<file path="src/hw/rtl/bmio_pkg.sv">
`default_nettype none
package bmio_pkg;

  localparam int ADDR_BITS_DEF = 16;
  localparam int BUS_W         = 16;
  localparam int DATA_W        = 8;
  localparam int TYPE_W        = 3;
  localparam int PERIOD_W      = 16;

  localparam logic [BUS_W-1:0] HOLE_MASK  = 16'hFFF0;
  localparam logic [BUS_W-1:0] HOLE_BASE  = 16'hFFD0;
  localparam logic [BUS_W-1:0] REG_STATUS = 16'hFFD0;
  localparam logic [BUS_W-1:0] REG_DATA   = 16'hFFD1;
  localparam logic [BUS_W-1:0] REG_TIMER  = 16'hFFDD;

  localparam logic [PERIOD_W-1:0] PERIOD_RESET = 16'd23039;

  localparam int TIMER_CLEAR_BIT  = 7;
  localparam int TIMER_ENABLE_BIT = 1;
  localparam int STATUS_TXE_BIT   = 1;
  localparam int STATUS_RXF_BIT   = 0;

  typedef enum logic [TYPE_W-1:0] {
    REQ_READ     = 3'd0,
    REQ_WRITE    = 3'd1,
    REQ_RX       = 3'd2,
    REQ_TX_TAKEN = 3'd3,
    REQ_TICK     = 3'd4
  } bmio_req_t;

  typedef enum logic [1:0] {
    ST_CLEAR,
    ST_IDLE,
    ST_EXEC
  } bmio_state_t;

  typedef struct packed {
    logic clr_wr;
    logic capture;
    logic commit;
  } bmio_cmd_t;

  typedef struct packed {
    logic clr_last;
  } bmio_sts_t;

  typedef struct packed {
    logic [DATA_W-1:0] read_data;
    logic              irq_active;
    logic              tx_pending;
    logic [DATA_W-1:0] tx_byte;
    logic              rx_full;
    logic              host_accepted;
  } bmio_res_t;

endpackage
`default_nettype wire

</file>
<file path="src/hw/rtl/bmio_ctrl.sv">
`default_nettype none
module bmio_ctrl (
  input  wire logic                clk,
  input  wire logic                rst_n,
  input  wire logic                in_valid,
  output logic                     in_ready,
  output logic                     out_valid,
  input  wire logic                out_ready,
  input  wire bmio_pkg::bmio_sts_t sts,
  output bmio_pkg::bmio_cmd_t      cmd
);
  import bmio_pkg::*;

  bmio_state_t state_r, state_nxt;
  logic        out_valid_r, out_valid_nxt;

  always_ff @(posedge clk) begin
    if (!rst_n) begin
      state_r     <= ST_CLEAR;
      out_valid_r <= 1'b0;
    end else begin
      state_r     <= state_nxt;
      out_valid_r <= out_valid_nxt;
    end
  end

  always_comb begin
    state_nxt   = state_r;
    cmd         = '0;
    in_ready    = 1'b0;
    unique case (state_r)
      ST_CLEAR: begin
        cmd.clr_wr = 1'b1;
        if (sts.clr_last) begin
          state_nxt = ST_IDLE;
        end
      end
      ST_IDLE: begin
        in_ready = 1'b1;
        if (in_valid) begin
          cmd.capture = 1'b1;
          state_nxt   = ST_EXEC;
        end
      end
      ST_EXEC: begin
        if (!out_valid_r || out_ready) begin
          cmd.commit = 1'b1;
          state_nxt  = ST_IDLE;
        end
      end
      default: begin
        state_nxt = ST_CLEAR;
      end
    endcase
    out_valid_nxt = cmd.commit ? 1'b1 : (out_ready ? 1'b0 : out_valid_r);
  end

  assign out_valid = out_valid_r;

endmodule
`default_nettype wire

</file>
<file path="config.mk">
export PLATFORM = sky130hd
export DESIGN_NAME = bmio_ctrl
export DESIGN_NICKNAME = d
export VERILOG_FILES = /design/src/hw/rtl/bmio_pkg.sv /design/src/hw/rtl/bmio_ctrl.sv
export SDC_FILE = /design/constraint.sdc
export NUM_CORES = 1
export LEC_CHECK = 0
export BUFFER_PORTS_ARGS = -buffer_cell sky130_fd_sc_hd__buf_2
export CAP_MARGIN = 20
export CORE_AREA = 4 4 41 43
export DETAILED_ROUTE_END_ITERATION = 10
export DIE_AREA = 0 0 45 47
export SYNTH_ARGS = -nofsm -noshare
export SYNTH_HDL_FRONTEND = slang
export SYNTH_SLANG_ARGS = --single-unit
</file>
<file path="constraint.sdc">
create_clock -name clk -period 1.2 [get_ports clk]
set_input_delay 0.3 -clock clk [delete_from_list [all_inputs] [get_ports clk]]
set_output_delay 0.3 -clock clk [all_outputs]
set_load 0.01 [all_outputs]
</file>
==> results.cfg <==
[floorplanning]
rows = 13
core_sq_mm = 0.00130
die-area_sq_mm = 0.00212
chipWidth_microns = 45
pin_count = 10
start_util = 0.115
die_h_microns = 47

[detailed_routing]
vias = 156
ant_nets = 0
first_pass_iters = 3
drc = 0
wire_per_inst_microns = 8.07
wirelength_microns = 363
drtIter0Drc = 1
via_per_inst = 3.47

[min_path]
worstHoldPathCells = 2
min_to = state_r[1]
min_from = rst_n
hp-class = primary input to register

[global_route]
grt_pass1_vias = 181
grt_max_degree = 5
grt_pass1_wl_microns = 627
antenna_found_initial = 0
overflow = 0
grt_usage = 0.0489

[power]
power_uw = 350
ir_drop_uv = 300
power_leakage_nw = 0.131
power_density_mw_per_mm2 = 1250

[clocking]
clockRootBuffer = clkbuf_4
path_clk_slew_ns = 0.04
clk_latency_ns = 0.23
cts_buffer_depth = 2
clock-sinks = 3
cts-buffers-inserted = 3
cts_tree = yes
cts_max_level = 1

[placed_design]
hpwl_microns = 292
placed_area_sq_um = 206
port_buffers = 9
gp_congestion = 0.556
place_inst = 39

[finish]
mostFrequentLayoutCells = buf_2 (7), nor2_1 (3), clkbuf_4 (3)
drive_gt1_frac = 0.667
final_common_cell = buf_2
final.fill_count = 156
seq_area_sq_um = 65.1
num-nets-final = 36
diodes = 0
synthToLayoutAreaGrowth_pct = 86.7
final_area_sq_um = 280
stdcell_count = 45
postLayoutCoreUtil = 0.215
multi_input_area_sq_um = 97.6

[logic_synthesis]
synth_area_leaders = dfxtp_1 (40%), nor2b_2 (12%), o21a_1 (10%)
yosys.area_share.simple = 0.350
ys_seq_area_frac = 0.400
synth_warnings = 0
syn_inst = 16
synth_xor_area_frac = 0
synth-seq-cells = 3
synthMuxAreaShare = 0
yosysTopAreaCell = dfxtp_1
synth.cell_area_sq_um = 150
post_synth.cell_area_avg_sq_um = 9.38
synth_compound_area_frac = 0.200
synth_fa_ha_area_frac = 0
yosysTopAreaCellShare = 0.400
synthesis.nets = 21
synthDistinctLibCells = 10
synth_top_family_by_area = simple AND/OR/NAND/NOR gates

[timing]
setup_viol = 2
slew_headroom = 0.863
clock.fmax_ghz = 0.814
slew_viol_final = 0
fin_worst_skew_ns = 0.000681
hold_viol = 0
tns_ns = -0.0407
tightest_slew_ns = 0.204
finalCritPeriodShare = 1.02
finalCriticalPeriod_ns = 1.23
rsz0062_at_grt = yes
setup_ws_ns = -0.0285

[critical_path]
cp_max_fo = 3
crit_type = register to output pin
r2r_start = state_r[0]
r2r_end = state_r[0]
worstPathCellList = nor2b_4 -> and2_4 -> buf_6
required_ns = 0.90
r2r_slack_ns = 0.31
cp_slowest_stage_delay_ns = 0.33
critPathLaunchType = register
critical_path.endpoint_type = output pin
reg2regPathDepth = 4
critPathSlowestCell = dfxtp_2
worst_ep_arrival_time_ns = 0.93
startpoint = state_r[0]

[outcome]
status = finished with violations
violations = negative setup slack

[job]
maxCapViolCount = 0
-- power breakdown --
group / internal, mW / switching [mW] / total [mW] / leakage [nW]
sequential: 0.106 / 0.00566 / 0.111 / 0.0256
clock: 0.124 / 0.0496 / 0.174 / 0.0150
combinational: 0.0407 / 0.0243 / 0.0650 / 0.0903
total: 0.271 / 0.0795 / 0.350 / 0.131
-- critical path: cells and delay by family, from the launching register on --
family        cells  cell delay [ns]
simple gates      2             0.28
buf+inv           1             0.09
flops             1             0.33
-- cells in the mapped netlist (all sizes together) --
cell    n
nor2b   2
buf     1
a211oi  1
nand2b  2
o21a    2
and2    1
a21boi  1
dfxtp   3
nor2    3
-- final cells by class --
type / instances / share of cell area
Multi-Input combinational cell: 12 / 0.348
Timing Repair Buffer: 11 / 0.259
Sequential cell: 3 / 0.232
Clock buffer: 4 / 0.0937
Tap cell: 15 / 0.0670
-- state kept, by name (all words and copies together), names as in the netlist --
signal     flops
state_r        2
out_valid      1
-- worst max-delay path by stage --
| stage | end | slack [ns] | cells after the start |
|---|---|---|---|
| 6_report | cmd[1] | -0.03 | 3 |
| 5_1_grt | cmd[1] | -0.09 | 3 |
| 4_1_cts | cmd[0] | -0.05 | 3 |
| 3_5_place_dp | cmd[0] | 0.05 | 4 |
| 3_3_place_gp | cmd[0] | 0.06 | 4 |
| 2_1_floorplan | cmd[0] | 0.17 | 3 |
-- per-layer routing --
layer,part of all wire,up-vias,track usage
li1,-,79,-
met1,0.25,73,0.0362
met2,0.62,4,0.0678
met3,0.12,0,0.0268
met4,0,0,0.0877
met5,0,-,0
-- per-stage QoR --
step,hold slack [ns],setup WS [ns]
after floorplan,0.418,0.167
after global placement,0.528,0.0579
after detailed placement,0.545,0.0524
after CTS,0.302,-0.0491
after global routing,0.328,-0.0874
final,0.306,-0.0285
-- cell families (layout without fill, tap and decap cells) --
family	count (synthesis)	after routing
flops	3	3
buf+inv	1	15
compound gates	4	4
simple gates	8	8
-- timing repair --
action | in CTS | in global routing
cloned | 0 | 0
buffers inserted | 2 | 0
pin swaps | 1 | 1
endpoints found under the setup margin | 3 | 3
hold buffers | 0 | 0
resized for setup | 5 | 3
Note: power is estimated with default switching activity, not from simulation.
